[src/hdl/igfcs_pkg.sv]
// Package: shared types, constants and helpers of the igniter fire and continuity sequencer.
package igfcs_pkg;

  localparam int ADC_BITS  = 12;
  localparam int TIME_BITS = 32;
  localparam int CFG_IDX_BITS  = 3;
  localparam int CFG_DATA_BITS = 16;
  localparam int TH_BITS = 12;
  localparam int DUR_BITS = 16;

  localparam logic [1:0] FUNC_TICK  = 2'd0;
  localparam logic [1:0] FUNC_FIRE  = 2'd1;
  localparam logic [1:0] FUNC_START = 2'd2;

  localparam logic [1:0] CH_NONE = 2'd0;
  localparam logic [1:0] CH_ONE  = 2'd1;
  localparam logic [1:0] CH_TWO  = 2'd2;

  localparam logic [CFG_IDX_BITS-1:0] REG_PATH_THRESHOLD = 3'd0;
  localparam logic [CFG_IDX_BITS-1:0] REG_OPEN_THRESHOLD = 3'd1;
  localparam logic [CFG_IDX_BITS-1:0] REG_SETTLE_TIME    = 3'd2;
  localparam logic [CFG_IDX_BITS-1:0] REG_IDLE_TIME      = 3'd3;
  localparam logic [CFG_IDX_BITS-1:0] REG_PULSE_TIME     = 3'd4;

  localparam logic [TH_BITS-1:0]  PATH_THRESHOLD_RST = 12'd500;
  localparam logic [TH_BITS-1:0]  OPEN_THRESHOLD_RST = 12'd3000;
  localparam logic [DUR_BITS-1:0] SETTLE_TIME_RST    = 16'd50;
  localparam logic [DUR_BITS-1:0] IDLE_TIME_RST      = 16'd400;
  localparam logic [DUR_BITS-1:0] PULSE_TIME_RST     = 16'd500;

  typedef enum logic [2:0] {
    PH_LOW_ON  = 3'b001,
    PH_LOW_OFF = 3'b010,
    PH_IDLE    = 3'b100
  } igfcs_phase_t;

  typedef struct packed {
    logic [1:0]          func;
    logic [TIME_BITS-1:0] now_time;
    logic [1:0]          channel;
    logic [ADC_BITS-1:0] sense_one_a;
    logic [ADC_BITS-1:0] sense_one_b;
    logic [ADC_BITS-1:0] sense_one_c;
    logic [ADC_BITS-1:0] sense_two_a;
    logic [ADC_BITS-1:0] sense_two_b;
    logic [ADC_BITS-1:0] sense_two_c;
  } igfcs_in_t;

  typedef struct packed {
    logic                high_one_drive;
    logic                high_two_drive;
    logic                low_drive;
    logic                firing;
    logic [ADC_BITS-1:0] one_count;
    logic                one_good;
    logic                one_open;
    logic                one_shorted;
    logic [ADC_BITS-1:0] two_count;
    logic                two_good;
    logic                two_open;
    logic                two_shorted;
  } igfcs_out_t;

  typedef struct packed {
    logic [ADC_BITS-1:0] count;
    logic                good;
    logic                open;
    logic                shorted;
  } igfcs_verdict_t;

  function automatic logic [ADC_BITS-1:0] median3(input logic [ADC_BITS-1:0] a,
                                                  input logic [ADC_BITS-1:0] b,
                                                  input logic [ADC_BITS-1:0] c);
    logic [ADC_BITS-1:0] lo;
    logic [ADC_BITS-1:0] hi;
    lo = (a > b) ? b : a;
    hi = (a > b) ? a : b;
    if (hi > c) begin
      median3 = (lo > c) ? lo : c;
    end else begin
      median3 = hi;
    end
  endfunction

  function automatic logic time_reached(input logic [TIME_BITS-1:0] now,
                                        input logic [TIME_BITS-1:0] due);
    logic [TIME_BITS-1:0] diff;
    diff = now - due;
    time_reached = ~diff[TIME_BITS-1];
  endfunction

endpackage

[src/hdl/igniter_fire_and_continuity_sequencer_unit.sv]
// Top level: igniter fire and continuity sequencer with registered result stage.
// The block takes one item per unstalled clock and returns one result item for each, in the
// next cycle, from a single output register; in_stall rises only while that register holds
// a result that the far side stalls. Sensing phases, fire pulses and deadlines run on the
// millisecond timestamps carried by the items, not on the clock. Configuration writes are
// taken in every cycle (cfg_ready stays high); indexes past the register list are dropped.
module igniter_fire_and_continuity_sequencer_unit
  import igfcs_pkg::*;
(
  input  logic                     clk,
  input  logic                     rst_n,
  input  logic                     in_valid,
  output logic                     in_stall,
  input  igfcs_in_t                in_data,
  output logic                     out_valid,
  input  logic                     out_stall,
  output igfcs_out_t               out_data,
  input  logic                     cfg_valid,
  output logic                     cfg_ready,
  input  logic [CFG_IDX_BITS-1:0]  cfg_index,
  input  logic [CFG_DATA_BITS-1:0] cfg_data
);

  logic [TH_BITS-1:0]   path_threshold_r;
  logic [TH_BITS-1:0]   open_threshold_r;
  logic [DUR_BITS-1:0]  settle_time_r;
  logic [DUR_BITS-1:0]  idle_time_r;
  logic [DUR_BITS-1:0]  pulse_time_r;

  logic                 started_r, started_nxt;
  igfcs_phase_t         phase_r, phase_nxt;
  logic [TIME_BITS-1:0] deadline_r, deadline_nxt;
  logic [1:0]           active_r, active_nxt;
  logic [TIME_BITS-1:0] pulse_start_r, pulse_start_nxt;
  logic [ADC_BITS-1:0]  present_one_r, present_one_nxt;
  logic [ADC_BITS-1:0]  present_two_r, present_two_nxt;
  logic                 cycle_valid_r, cycle_valid_nxt;
  igfcs_verdict_t       verdict_one_r, verdict_one_nxt;
  igfcs_verdict_t       verdict_two_r, verdict_two_nxt;
  logic [2:0]           pins_r, pins_nxt;

  logic                 out_valid_r;
  igfcs_out_t           out_data_r, out_data_nxt;

  logic                 accept;
  logic [ADC_BITS-1:0]  med_one;
  logic [ADC_BITS-1:0]  med_two;
  logic [TIME_BITS-1:0] now;
  logic [TIME_BITS-1:0] settle_due;
  logic [TIME_BITS-1:0] pulse_due;
  logic                 short_one;
  logic                 short_two;

  assign in_stall  = out_valid_r & out_stall;
  assign accept    = in_valid & ~in_stall;
  assign out_valid = out_valid_r;
  assign out_data  = out_data_r;
  assign cfg_ready = 1'b1;

  assign now        = in_data.now_time;
  assign med_one    = median3(in_data.sense_one_a, in_data.sense_one_b, in_data.sense_one_c);
  assign med_two    = median3(in_data.sense_two_a, in_data.sense_two_b, in_data.sense_two_c);
  assign settle_due = now + TIME_BITS'(settle_time_r);
  assign pulse_due  = pulse_start_r + TIME_BITS'(pulse_time_r);
  assign short_one  = ADC_BITS'(med_one) < path_threshold_r;
  assign short_two  = ADC_BITS'(med_two) < path_threshold_r;

  always_comb begin
    started_nxt     = started_r;
    phase_nxt       = phase_r;
    deadline_nxt    = deadline_r;
    active_nxt      = active_r;
    pulse_start_nxt = pulse_start_r;
    present_one_nxt = present_one_r;
    present_two_nxt = present_two_r;
    cycle_valid_nxt = cycle_valid_r;
    verdict_one_nxt = verdict_one_r;
    verdict_two_nxt = verdict_two_r;
    pins_nxt        = pins_r;

    if (in_data.func == FUNC_START) begin
      started_nxt     = 1'b1;
      pins_nxt        = 3'b100;
      active_nxt      = CH_NONE;
      cycle_valid_nxt = 1'b0;
      phase_nxt       = PH_LOW_ON;
      deadline_nxt    = settle_due;
    end else if (started_r && in_data.func == FUNC_FIRE) begin
      if (in_data.channel == CH_ONE || in_data.channel == CH_TWO) begin
        pins_nxt        = pins_r | {1'b1, in_data.channel == CH_TWO,
                                    in_data.channel == CH_ONE};
        active_nxt      = in_data.channel;
        pulse_start_nxt = now;
      end
    end else if (started_r && in_data.func == FUNC_TICK) begin
      if (active_r != CH_NONE) begin
        if (time_reached(now, pulse_due)) begin
          pins_nxt     = {1'b1,
                          pins_r[1] & (active_r != CH_TWO),
                          pins_r[0] & (active_r != CH_ONE)};
          active_nxt   = CH_NONE;
          phase_nxt    = PH_LOW_ON;
          deadline_nxt = settle_due;
        end
      end else if (time_reached(now, deadline_r)) begin
        case (phase_r)
          PH_LOW_ON: begin
            present_one_nxt = med_one;
            present_two_nxt = med_two;
            pins_nxt        = {1'b0, pins_r[1:0]};
            phase_nxt       = PH_LOW_OFF;
            deadline_nxt    = settle_due;
          end
          PH_LOW_OFF: begin
            verdict_one_nxt.count   = present_one_r;
            verdict_one_nxt.shorted = short_one;
            verdict_one_nxt.open    = present_one_r > open_threshold_r;
            verdict_one_nxt.good    = (present_one_r < path_threshold_r) & ~short_one;
            verdict_two_nxt.count   = present_two_r;
            verdict_two_nxt.shorted = short_two;
            verdict_two_nxt.open    = present_two_r > open_threshold_r;
            verdict_two_nxt.good    = (present_two_r < path_threshold_r) & ~short_two;
            cycle_valid_nxt = 1'b1;
            phase_nxt       = PH_IDLE;
            deadline_nxt    = now + TIME_BITS'(idle_time_r);
          end
          default: begin
            pins_nxt     = pins_r | 3'b100;
            phase_nxt    = PH_LOW_ON;
            deadline_nxt = settle_due;
          end
        endcase
      end
    end

    out_data_nxt.high_one_drive = pins_nxt[0];
    out_data_nxt.high_two_drive = pins_nxt[1];
    out_data_nxt.low_drive      = pins_nxt[2];
    out_data_nxt.firing         = active_nxt != CH_NONE;
    if (cycle_valid_nxt) begin
      out_data_nxt.one_count   = verdict_one_nxt.count;
      out_data_nxt.one_good    = verdict_one_nxt.good;
      out_data_nxt.one_open    = verdict_one_nxt.open;
      out_data_nxt.one_shorted = verdict_one_nxt.shorted;
      out_data_nxt.two_count   = verdict_two_nxt.count;
      out_data_nxt.two_good    = verdict_two_nxt.good;
      out_data_nxt.two_open    = verdict_two_nxt.open;
      out_data_nxt.two_shorted = verdict_two_nxt.shorted;
    end else begin
      out_data_nxt.one_count   = '0;
      out_data_nxt.one_good    = 1'b0;
      out_data_nxt.one_open    = 1'b1;
      out_data_nxt.one_shorted = 1'b0;
      out_data_nxt.two_count   = '0;
      out_data_nxt.two_good    = 1'b0;
      out_data_nxt.two_open    = 1'b1;
      out_data_nxt.two_shorted = 1'b0;
    end
  end

  always_ff @(posedge clk) begin
    if (!rst_n) begin
      path_threshold_r <= PATH_THRESHOLD_RST;
      open_threshold_r <= OPEN_THRESHOLD_RST;
      settle_time_r    <= SETTLE_TIME_RST;
      idle_time_r      <= IDLE_TIME_RST;
      pulse_time_r     <= PULSE_TIME_RST;
    end else if (cfg_valid && cfg_ready) begin
      case (cfg_index)
        REG_PATH_THRESHOLD: path_threshold_r <= cfg_data[TH_BITS-1:0];
        REG_OPEN_THRESHOLD: open_threshold_r <= cfg_data[TH_BITS-1:0];
        REG_SETTLE_TIME:    settle_time_r    <= cfg_data[DUR_BITS-1:0];
        REG_IDLE_TIME:      idle_time_r      <= cfg_data[DUR_BITS-1:0];
        REG_PULSE_TIME:     pulse_time_r     <= cfg_data[DUR_BITS-1:0];
        default: ;
      endcase
    end
  end

  always_ff @(posedge clk) begin
    if (!rst_n) begin
      started_r     <= 1'b0;
      phase_r       <= PH_LOW_ON;
      deadline_r    <= '0;
      active_r      <= CH_NONE;
      pulse_start_r <= '0;
      present_one_r <= '0;
      present_two_r <= '0;
      cycle_valid_r <= 1'b0;
      verdict_one_r <= '0;
      verdict_two_r <= '0;
      pins_r        <= '0;
      out_valid_r   <= 1'b0;
    end else begin
      if (accept) begin
        started_r     <= started_nxt;
        phase_r       <= phase_nxt;
        deadline_r    <= deadline_nxt;
        active_r      <= active_nxt;
        pulse_start_r <= pulse_start_nxt;
        present_one_r <= present_one_nxt;
        present_two_r <= present_two_nxt;
        cycle_valid_r <= cycle_valid_nxt;
        verdict_one_r <= verdict_one_nxt;
        verdict_two_r <= verdict_two_nxt;
        pins_r        <= pins_nxt;
        out_valid_r   <= 1'b1;
      end else if (!out_stall) begin
        out_valid_r   <= 1'b0;
      end
    end
  end

  always_ff @(posedge clk) begin
    if (accept) begin
      out_data_r <= out_data_nxt;
    end
  end

endmodule

[config.mk]
export PLATFORM = sky130hd
export DESIGN_NAME = igniter_fire_and_continuity_sequencer_unit
export DESIGN_NICKNAME = d
export VERILOG_FILES = /design/src/hdl/igfcs_pkg.sv /design/src/hdl/igniter_fire_and_continuity_sequencer_unit.sv
export SDC_FILE = /design/constraint.sdc
export NUM_CORES = 1
export LEC_CHECK = 0
export ABC_AREA = 1
export BUFFER_PORTS_ARGS = -buffer_cell sky130_fd_sc_hd__buf_2
export CORE_MARGIN = 2
export CORE_UTILIZATION = 50
export DETAILED_ROUTE_END_ITERATION = 10
export GPL_ROUTABILITY_DRIVEN = 0
export HOLD_SLACK_MARGIN = 0.12
export PLACE_DENSITY = 0.72
export SYNTH_ARGS = -nofsm -noshare
export SYNTH_HDL_FRONTEND = slang
export SYNTH_SLANG_ARGS = --single-unit
[constraint.sdc]
create_clock -name clk -period 4.4 [get_ports clk]
set_clock_uncertainty 0.2 [all_clocks]
set_input_delay 0 -clock clk [delete_from_list [all_inputs] [get_ports clk]]
set_output_delay 0 -clock clk [all_outputs]
set_load 0.02 [all_outputs]
Word level (Yosys, flattened, before mapping)
Cells that the tools add are included.

storage, ports and cells
  word-level logic and storage cells = 155
  flip-flop bits (word level) = 235
  input port bits = 132
  output and inout port bits = 37

cells by class
  multiplexer cells = 56
  $add $sub $neg = 5
  equal/unequal tests = 16
  bitwise gates (word level) = 14
  order comparisons = 12
  reduce and logical (&&, ||, !) cells = 17

operators with widths
  kind                count
  $mux 32             7
  $mux 15             12
  $add 32x16->32      3
  $gt 12x12->1        8
  $mux 12             8
  $sub 32x32->32      2
  $lt 12x12->1        4
  $mux 3              13
  $mux 2              6
  $pmux 3 s2          2
  $reduce_and 2->1    6
  $eq 3x2->1 const B  3
  $mux 1              8
  $not 1->1           7
  $reduce_and 7->1    1
  $and 1x1->1         6
  $eq 3x1->1 const B  2
  $ne 3x3->1 const B  2
  $reduce_bool 2->1   3
  $reduce_and 5->1    1
  $eq 2x1->1 const B  2
  $eq 2x2->1 const B  2
  $ne 2x1->1 const B  2
  $ne 2x2->1 const B  2
  7 further kinds     8

Logic depth before layout (Yosys ltp)
Gate-level depths: netlist (run 1).

  depth in word-level cells = 14
  depth in mapped cells = 35

Worst setup path before layout (run 1)
Ideal clock, no wire load.

  kind = input to register
  start point = in in_data[23] (netlist name)
  end point = reg out_data_r (netlist bit out_data[2]), data pin
  data arrival time = 3388 ps
  path slack = 553 ps
  stages on the path = 26
  cells stage by stage = inv_1 ha_1 a21o_1 nor2_1 nand3_2 nand2_2 buf_2 a21oi_1 ha_1 nand2_1 nor2_1 nand2_1 nor2_1 nand4_1 nand2_2 clkbuf_1 nand2_1 o21ai_1 ha_1 a21oi_1 nor2_1 a211oi_1 o221a_2 nand2_1 nand2_1 a21oi_1

between the ends
  longest elaborated chain between the ends = 14
  elaborated cells on any way between the ends = 16
  classes of those cells = order compare: 4; mux: 10; bitwise: 2

ends and longest elaborated chain
  item                  RTL line                                           RTL
  start, declared       igniter_fire_and_continuity_sequencer_unit.sv:14   input igfcs_in_t in_data,
  $gt 12x12->1          igfcs_pkg.sv:76, igfcs_pkg.sv:77
  $mux 12               igfcs_pkg.sv:76                                    lo = (a > b) ? b : a;
  $gt 12x12->1          igfcs_pkg.sv:79                                    median3 = (lo > c) ? lo : c;
  $mux 12               igfcs_pkg.sv:79
  $mux 12 (*)           igfcs_pkg.sv:78                                    if (hi > c) begin
  named net med_two[5]  igniter_fire_and_continuity_sequencer_unit.sv:47   logic [ADC_BITS-1:0] med_two;
  $lt 12x12->1 (*)      igniter_fire_and_continuity_sequencer_unit.sv:66   assign short_two = ADC_BITS'(med_two) < path_threshold_r;
  $not 1->1 (*)         igniter_fire_and_continuity_sequencer_unit.sv:122  verdict_two_nxt.good = (present_two_r < path_threshold_r) & ~short_two;
  $and 1x1->1 (*)       igniter_fire_and_continuity_sequencer_unit.sv:122
  $mux 15 (*)           igniter_fire_and_continuity_sequencer_unit.sv:106  case (phase_r)
  $mux 15 (*)           igniter_fire_and_continuity_sequencer_unit.sv:105  end else if (time_reached(now, deadline_r)) begin
  $mux 15 (*)           igniter_fire_and_continuity_sequencer_unit.sv:96   if (active_r != CH_NONE) begin
  $mux 15 (*)           igniter_fire_and_continuity_sequencer_unit.sv:95   end else if (started_r && in_data.func == FUNC_TICK) begin
  $mux 15 (*)           igniter_fire_and_continuity_sequencer_unit.sv:88   end else if (started_r && in_data.func == FUNC_FIRE) begin
  $mux 15 (*)           igniter_fire_and_continuity_sequencer_unit.sv:81   if (in_data.func == FUNC_START) begin
  end signal, assigned  igniter_fire_and_continuity_sequencer_unit.sv:216  out_data_r <= out_data_nxt;
  end, declared         igniter_fire_and_continuity_sequencer_unit.sv:43   igfcs_out_t out_data_r, out_data_nxt;

Mark *: on every way through the listed nets, which the timed path passes. The rest lies on a longest branch.
A chain may end at the register's enable or synchronous reset.

Worst setup path in the final report (run 1)
Same ends and word-level chain as after synthesis.

==> results.txt, run 1 <==
RSZ-0062 raised after global routing: yes
Relative slew slack: 39.24%
Max Cap Viol: 0
Reg2Reg Setup Slack: 0.24 ns
PD cells: 300.2 nW/um^2
Share of layout cells above drive strength 1: 12.28%
GR Util All Layers: 27.27%
Final wirelength: 50.61 mm
Reg-to-Reg End: deadline_r[31]
Worst-Skew Late Latency: 0.57 ns
Area occupied by multi-input gates: 10,840 um^2
Crit path kind: input pin to register
Final WS setup: 0.2023 ns
Leakage: 10.35 nW
WHS Path Cells: 4
Port Buf Inserts: 167
Maximum clock insertion buffer count: 3
Vias in the first global route: 16,710
Hold path start: cfg_data[5]
Yosys reg bits: 235
Min-Delay Path Class: input pin to register
Yosys top cell area share: 22.88%
Critical Path Max Stage Delay: 0.52 ns
Critical register-to-register path startpoint: settle_time_r[11]
Die W: 191.5 um
Placed inst area: 18,760 um^2
Final hold slack: 0.1440 ns
Vias per std cell: 5.434
Min Tclk post-route: 4.198 ns
Top_reg_cell synth: dfxtp_1
Layout fillers: 3,048
Setup crit end kind: register
Final setup violating endpoints: 0
Critical-path maximum fanout: 23
Reg clk slew, reported paths: 0.06 ns
CORE AREA: 34,630 um^2
Pin count of the biggest net entering global routing: 83
CTS Buf Count: 27
Starting Density: 50.78%
Hold Path End: settle_time_r[5]
Post-Syn Area: 17,590 um^2
Critical path startpoint category: input pin
Total Power: 6.463 mW
Status: complete, no violations
Asr flop ratio synth: 0%
Yosys top cell by area: dfxtp_1
R2R cell count: 17
Post-route ant nets: 0
Top cell by count, worst path: nand2_1
Clock sinks: 235
Critical path data arrival time: 4.24 ns
Routed len/inst: 15.62 um
Netlist cell types: 55
Max VDD drop: 0.0002761 V
CTS root buf: clkbuf_16
Initial DRT Pass Iterations: 6
H-tree lvl count: 1
Endpoints failing hold: 0
1st-iter DRT viols: 1,195
Nets: 3,164
Setup Slack @ Placement: 0.07661 ns
First-pass GRT wire length: 82.00 mm
CP max stage cell: dlygate4sd3_1
IO Pins: 169
Vias: 17,610
Number of synthesized flops with an enable pin: 34
Syn Area/Cell: 7.140 um^2
Slew @ Worst Pin: 0.9104 ns
TritonCTS clock tree: built
Slew Viols, Final: 0
Period utilisation layout: 95.40%
Syn Nets: 2,862
Highest Clock Rate: 238.2 MHz
Sequential fraction of the synthesis area: 28.69%
Antenna fix cells: 0
Synth top cells by count: nand2_1, inv_1, a21oi_1
Die area: 36,690 um^2
Total grt overflow: 0
Detailed Place HPWL: 36.87 mm
Initial antenna violation count: 0
Finished Cell Area: 21,530 um^2
Cells after Synth: 2,463
FF+latch area: 5045 um^2
Worst EP required: 4.44 ns
Top post-synthesis cells by area: dfxtp_1, ha_1, nand2_1
Most common cell in the netlist: nand2_1
# rows: 68
Synth-to-Final Area Change: 22.42%
Drt drc: 0
Synth warnings: 0
Die Y: 191.5 um
## metrics by stage
stage,util [%],setup TNS [ns],std cells
after floorplan,-,0,2463
after global placement,54.16,0,3022
after detailed placement,54.16,0,3022
after CTS,61.59,0,3237
after global routing,62.17,-0.3536,3241
final,62.17,0,3241
## state kept, by name, summed over array words and instances (netlist names)
name and flops:
active_r 2, cycle_valid_r 1, pulse_time_r 16, settle_time_r 16
path_threshold_r 12, pins_r 3, started_r 1, phase_r 3
present_two_r 12, out_data 34, deadline_r 32, idle_time_r 16
present_one_r 12, open_threshold_r 12, pulse_start_r 32, verdict_two_r 15
out_valid 1, verdict_one_r 15
## power breakdown
group / internal (mW) / switching [mW] / total, mW
clock network: 1.43 / 0.957 / 2.38
logic: 0.739 / 1.04 / 1.78
registers: 2.26 / 0.0398 / 2.30
total: 4.42 / 2.04 / 6.46
## cell type report
cell class                 count  share of cell area, %
clock inverter                17                  1.035
multi-input combinational   1765                  50.34
timing repair inverter         1                0.03487
inverter                     382                  6.719
clock buffer                  33                  3.243
sequential                   235                  23.43
timing repair buffer         353                  12.55
tap                          455                  2.644
## routing by layer
layer	GRT usage, %	part of all wire [%]
met5	0	0
met4	8.314	2.8
met3	3.176	6.6
met2	45.00	44
met1	37.25	46
## cell families after synthesis
kind of cell	after synthesis	synth area share, %
AND/OR/NAND/NOR	823	19.59
AO/OA/AOI/OAI	657	20.63
buffers and inverters	463	10.54
adder cells (fa/ha/maj)	267	19.68
flip-flops	235	28.69
XOR/XNOR	17	0.8467
other	1	0.02132
## worst max path at each step
stage | slack [ns] | from | cells after the start | to
4_1_cts | 0.1 | in_data[97] | 16 | deadline_r[31]
3_5_place_dp | 0.08 | in_data[19] | 28 | out_data[2]
6_report | 0.20 | in_data[23] | 32 | out_data[2]
3_3_place_gp | 0.23 | in_data[19] | 28 | out_data[0]
2_1_floorplan | 0.55 | in_data[23] | 26 | out_data[2]
5_1_grt | -0.11 | in_data[23] | 33 | out_data[2]
## worst max-delay path, delay by kind of cell
| kind | cells | cell delay, ns |
|---|---|---|
| buffers and inverters | 7 | 1.00 |
| adder cells (fa/ha/maj) | 3 | 0.92 |
| AO/OA/AOI/OAI | 6 | 1.05 |
| AND/OR/NAND/NOR | 16 | 1.26 |
## layout by cell type, fill, tap and decap left out, types with 50 or more instances in the layout
| cell | n |
|---|---|
| a21oi_1 | 253 |
| buf_2 | 166 |
| dfxtp_1 | 201 |
| dlygate4sd3_1 | 164 |
| ha_1 | 250 |
| inv_1 | 368 |
| nand2_1 | 419 |
| nand3_1 | 79 |
| nor2_1 | 223 |
| o211ai_1 | 50 |
| o21ai_0 | 223 |
| o21ai_1 | 50 |
## repair_timing
item / in CTS / in global routing
hold buffers: 165 / 0
setup buffers: 0 / 3
endpoints found under the hold margin: 198 / 0
endpoints found under the setup margin: 0 / 18
gates resized for setup: 0 / 52
(Power assumes the default switching activity.)
==> run 2, diff against run 1 <==
--- a/config.mk
+++ b/config.mk
@@ -5,7 +5,6 @@
 export SDC_FILE = /design/constraint.sdc
 export NUM_CORES = 1
 export LEC_CHECK = 0
-export ABC_AREA = 1
 export BUFFER_PORTS_ARGS = -buffer_cell sky130_fd_sc_hd__buf_2
 export CORE_MARGIN = 2
 export CORE_UTILIZATION = 50
==> run 2 against run 1 <==
  * The run now ends with negative setup slack left
  * Non-clock buffer count increased by 166
  * Power increased by 5.2%
  * Global-route usage increased by 1.1 points
==> results.txt, run 2 <==
Status: complete, but fails checks
Failing checks: negative setup slack
Initial DRT Pass Iterations: 5
CTS Buf Count: 26
Netlist cell types: 89
Leakage: 10.21 nW
Syn Area/Cell: 8.078 um^2
Final TNS setup: -2.425 ns
Die Y: 190.3 um
Detailed Place HPWL: 36.33 mm
Post-Synth Adder-Cell Area: 19.94%
Critical register-to-register path startpoint: deadline_r[24]
Synth top cells by count: nand2_1, ha_1, a21oi_1
Most common cell after layout, fill and taps aside: nand2_1
Relative slew slack: 17.12%
Yosys top cell by area: dfxtp_1
Mux share of post-synthesis cell area: 4.123%
Final setup violating endpoints: 9
CORE AREA: 34,370 um^2
Post-Syn Area: 17,360 um^2
Main combinational cell family by area after synthesis: compound AO/OA/AOI/OAI gates
Max Cap Viol: 0
Vias: 17,870
Initial antenna violation count: 2
Synth warnings: 0
Reg-to-Reg End: present_two_r[0]
Syn Nets: 2,548
RSZ-0062 raised after global routing: yes
TritonCTS clock tree: built
1st-iter DRT viols: 1,478
Asr flop ratio synth: 0%
Layout fillers: 2,474
PD cells: 287.2 nW/um^2
Vias in the first global route: 16,910
Worst EP required: 4.49 ns
Max VDD drop: 0.0002923 V
# rows: 68
Critical Path Max Stage Delay: 0.30 ns
Reg2Reg Setup Slack: 0.23 ns
Sequential fraction of the synthesis area: 29.06%
CP max stage cell: ha_4
Slew @ Worst Pin: 1.239 ns
Cells after Synth: 2,149
Slew Viols, Final: 0
H-tree lvl count: 1
Endpoints failing hold: 0
Critical path data arrival time: 4.96 ns
Number of synthesized flops with an enable pin: 34
Synth-to-Final Area Change: 36.38%
Clock sinks: 235
Setup crit end kind: register
Pin count of the biggest net entering global routing: 59
Period utilisation layout: 110.6%
Fin util: 68.87%
Top post-synthesis cells by area: dfxtp_1, ha_1, nand2_1
Highest Clock Rate: 205.4 MHz
Vias per std cell: 5.799
CP startpoint: in_data[13]
IO Pins: 169
Reg clk slew, reported paths: 0.06 ns
Total grt overflow: 0
Compound-Gate Fraction of Synth Area: 20.64%
Die area: 36,230 um^2
Post-route ant nets: 0
WHS Path Cells: 4
R2R cell count: 13
Die W: 190.3 um
Hold path start: in_data[80]
Yosys top cell area share: 23.18%
Hold Path End: pulse_start_r[6]
Min Tclk post-route: 4.868 ns
Crit path kind: input pin to register
First-pass GRT wire length: 84.11 mm
Most frequent cells in the layout: nand2_1, ha_1, inv_1
Top_reg_cell synth: dfxtp_1
Synth Area in XOR/XNOR: 1.766%
Critical-path maximum fanout: 8
Largest register FFs: 34
Worst-Skew Late Latency: 0.54 ns
Critical path startpoint category: input pin
Final wirelength: 57.40 mm
Setup Slack @ Placement: -1.159 ns
Port Buf Inserts: 167
Post-Synth Simple-Gate Area: 17.20%
Nets: 3,006
GR Util All Layers: 28.40%
Share of layout cells above drive strength 1: 24.41%
Yosys reg bits: 235
Final WS setup: -0.4680 ns
Drt drc: 0
Routed len/inst: 18.62 um
Min-Delay Path Class: input pin to register
Starting Density: 50.50%
CTS root buf: clkbuf_16
Most common cell in the netlist: nand2_1
Maximum clock insertion buffer count: 3
[run 2: final cells by class]
cell class                      count  area, um^2  area share [%]
Antenna cell                        1       2.502         0.01057
Clock inverter                      9       110.1          0.4651
Timing Repair Buffer              519        4103           17.33
Sequential cell                   235        5045           21.31
Clock buffer                       38       725.7           3.065
Inverter                          223       854.6           3.610
Tap cell                          455       569.3           2.405
Multi-Input combinational cell   1602       12260           51.80
[run 2: logic make-up (layout without fill, tap and decap cells)]
group                    after synthesis  in the layout
multiplexers                          67             67
buffers and inverters                314            789
AND/OR/NAND/NOR                      667            667
XOR/XNOR                              35             35
AO/OA/AOI/OAI                        563            565
other                                  1              2
flip-flops                           235            235
adder cells (fa/ha/maj)              267            267
[run 2: repair_timing]
action | 4_1_cts | 5_1_grt
cloned | 5 | 2
endpoints found under the setup margin | 7 | 10
hold endpoints to repair | 179 | 0
hold buffers | 142 | 0
pin swaps | 57 | 83
gates resized for setup | 77 | 158
buffers inserted | 27 | 21
[run 2: critical path, delay by kind of cell]
kind                       cells  cell delay [ns]
AOI/OAI and AO/OA             14             2.33
adders and majority gates      3             0.84
buffers and inverters          9             1.12
muxes                          1             0.26
and+or+nand+nor                4             0.37
[run 2: power breakdown]
part           total, mW  internal [mW]  switching [mW]
registers           2.26           2.23          0.0274
logic               2.40           1.18            1.22
clock network       2.14           1.26           0.883
[run 2: through the flow]
step                std cells  cell area (um^2)  total power [mW]  hold slack, ns
finish                   3082             23670             6.800          0.1480
global route             3081             23670             7.062          0.1632
CTS                      3060             22690             6.380          0.1200
detailed placement       2840             19790             3.933         0.04107
global placement         2840             19790             3.868         0.02269
floorplan                2149             17610             3.301        -0.07603
[run 2: how the worst max path moves through the flow]
stage                  endpoint  depth (start not counted)
global route        out_data[0]                         31
CTS                 out_data[2]                         30
global placement    out_data[2]                         26
detailed placement  out_data[2]                         26
finish              out_data[0]                         31
floorplan           out_data[2]                         32
[run 2: per-layer routing]
metal,track usage [%],wire length (um)
met4,9.422,2379
met1,38.21,23550
met5,0,13
met2,47.31,26600
met3,3.349,4856
==> run 3, diff against run 2 <==
--- a/config.mk
+++ b/config.mk
@@ -5,7 +5,9 @@
 export SDC_FILE = /design/constraint.sdc
 export NUM_CORES = 1
 export LEC_CHECK = 0
+export ABC_AREA = 1
 export BUFFER_PORTS_ARGS = -buffer_cell sky130_fd_sc_hd__buf_2
+export CORE_ASPECT_RATIO = 0.8
 export CORE_MARGIN = 2
 export CORE_UTILIZATION = 50
 export DETAILED_ROUTE_END_ITERATION = 10
==> run 3 against run 2 <==
  * The run now ends clean
  * Combinational power down 25%
  * Final cell count up 5.7%
  * Power is 6.2% lower
  * Routed wire length is 9.0% lower
  * Global-route usage is 0.81 points lower
  * Via count shrank 0.11%
  * Core utilization fell by 6.8 points
  * Non-clock buffer count decreased by 165
  * Worst hold slack is essentially flat
  * Critical endpoint is now deadline_r[30]
  * Largest power group is now registers
  * Highest routed layer is now met4
==> results.txt, run 3 (synthesized netlist as in run 1, its figures left out) <==
Die W: 213.7 um
Largest register FFs: 34
Leakage: 10.39 nW
Status: complete, no violations
Worst-Skew Late Latency: 0.55 ns
Reg clk slew, reported paths: 0.07 ns
Min-Delay Path Class: input pin to register
Worst Setup EP: deadline_r[30]
Vias per std cell: 5.479
Max VDD drop: 0.0002654 V
Worst EP required: 4.64 ns
Critical path startpoint category: register
Most frequent cells in the layout: nand2_1, inv_1, a21oi_1
Min Tclk post-route: 4.212 ns
# rows: 61
Final setup violating endpoints: 0
Setup crit end kind: register
1st-iter DRT viols: 1,463
Routed len/inst: 16.04 um
Initial antenna violation count: 1
RSZ-0062 raised after global routing: yes
Crit path kind: register to register
Die Y: 171.7 um
CORE AREA: 34,730 um^2
IO Pins: 169
Reg2Reg Setup Slack: 0.19 ns
PD cells: 295.7 nW/um^2
Final wirelength: 52.25 mm
Reg-to-Reg End: deadline_r[30]
CP startpoint: pulse_start_r[14]
R2R cell count: 20
Period utilisation layout: 95.72%
Starting Density: 50.64%
H-tree lvl count: 1
Initial DRT Pass Iterations: 5
Critical register-to-register path startpoint: pulse_start_r[14]
WHS Path Cells: 4
Vias: 17,850
Drt drc: 0
Clock sinks: 235
Synth-to-Final Area Change: 22.63%
CTS Buf Count: 26
Endpoints failing hold: 0
Total grt overflow: 0
Slew Viols, Final: 0
Post-route ant nets: 0
TritonCTS clock tree: built
Critical path data arrival time: 4.45 ns
Final WS setup: 0.1883 ns
Critical-path maximum fanout: 7
Port Buf Inserts: 167
Final hold slack: 0.1479 ns
Fin util: 62.10%
GR Util All Layers: 27.59%
DP Cell Count: 3,043
Layout fillers: 3,012
Die area: 36,700 um^2
Final TNS setup: 0 ns
Highest Clock Rate: 237.4 MHz
Pin count of the biggest net entering global routing: 72
Detailed Place HPWL: 38.06 mm
Slew @ Worst Pin: 0.8478 ns
CTS root buf: clkbuf_16
First-pass GRT wire length: 81.79 mm
Maximum clock insertion buffer count: 3
Max Cap Viol: 0
Setup Slack @ Placement: -0.03414 ns
Vias in the first global route: 16,410
Nets: 3,165
Share of layout cells above drive strength 1: 13.61%
Final Non-Filler Cells: 3,258
Relative slew slack: 43.32%
Most common cell after layout, fill and taps aside: nand2_1
[run 3: changes by cell type in the layout (fill, tap and decap cells not counted), moves of 35 or more]
cell     previous run  this run
a21oi_1           199       256
buf_4             183        30
ha_1              215       250
inv_1             209       368
nand2_1           352       413
nand3_1            30        78
nor2_1            101       222
o21ai_0            78       220
[run 3: metal layers]
metal  global-route usage [%]  up-vias  part of all wire, %  wire length, um
met1                    40.95     8243                   47            24580
met4                    5.103        0                  1.8              941
li1                         -     8822                    -                -
met5                        0        -                    0                0
met3                    4.309       78                  8.6             4477
met2                    42.29      708                   43            22250
[run 3: per-stage QoR]
stage               area [um^2]  total power, mW
CTS                       21200            6.268
detailed placement        18800            3.845
floorplan                 17590            3.378
global placement          18800            3.781
global route              21570            6.714
finish                    21570            6.376
[run 3: how the worst min path moves through the flow]
stage	endpoint	startpoint
floorplan	idle_time_r[4]	cfg_data[4]
global placement	idle_time_r[14]	cfg_data[14]
detailed placement	settle_time_r[14]	cfg_data[14]
CTS	pulse_time_r[15]	cfg_data[15]
global route	pulse_start_r[0]	in_data[74]
finish	pulse_start_r[0]	in_data[74]
[run 3: timing repair]
| item | in CTS | in global routing |
|---|---|---|
| setup endpoints to repair | 0 | 16 |
| gates resized for setup | 0 | 74 |
| setup buffers | 0 | 13 |
| hold buffers | 151 | 0 |
| endpoints found under the hold margin | 213 | 0 |
[run 3: area by class of cell]
type / instances / area [um^2] / area share (%)
inverter: 382 / 1444 / 6.695
multi-input combinational: 1766 / 10890 / 50.50
clock inverter: 12 / 123.9 / 0.5744
timing repair buffer: 354 / 2696 / 12.50
antenna: 1 / 2.502 / 0.01160
timing repair inverter: 1 / 5.005 / 0.02321
clock buffer: 35 / 765.7 / 3.551
tap: 472 / 590.6 / 2.738
sequential: 235 / 5046 / 23.40
[run 3: power by group]
group          total, mW  switching (mW)  internal, mW
combinational       1.81            1.07         0.744
clock               2.26           0.926          1.34
sequential          2.30          0.0402          2.26
total               6.38            2.04          4.34
[run 3: critical path, cell delays in order (launching register included)]
cell           delay (ns)
dfxtp_1              0.31
inv_1                0.06
fa_1                 0.54
ha_1                 0.35
nand2_1              0.06
inv_1                0.06
nand3_1              0.11
nor3_2               0.14
o21ai_0              0.12
nand2_2              0.15
nand3_1              0.12
nand3_1              0.11
nand3_1              0.11
nand2_1              0.09
nand2_2              0.11
nand2_4              0.16
nand2_1              0.06
nor2_1               0.08
dlygate4sd3_1        0.56
nor2_1               0.05
dlygate4sd3_1        0.57
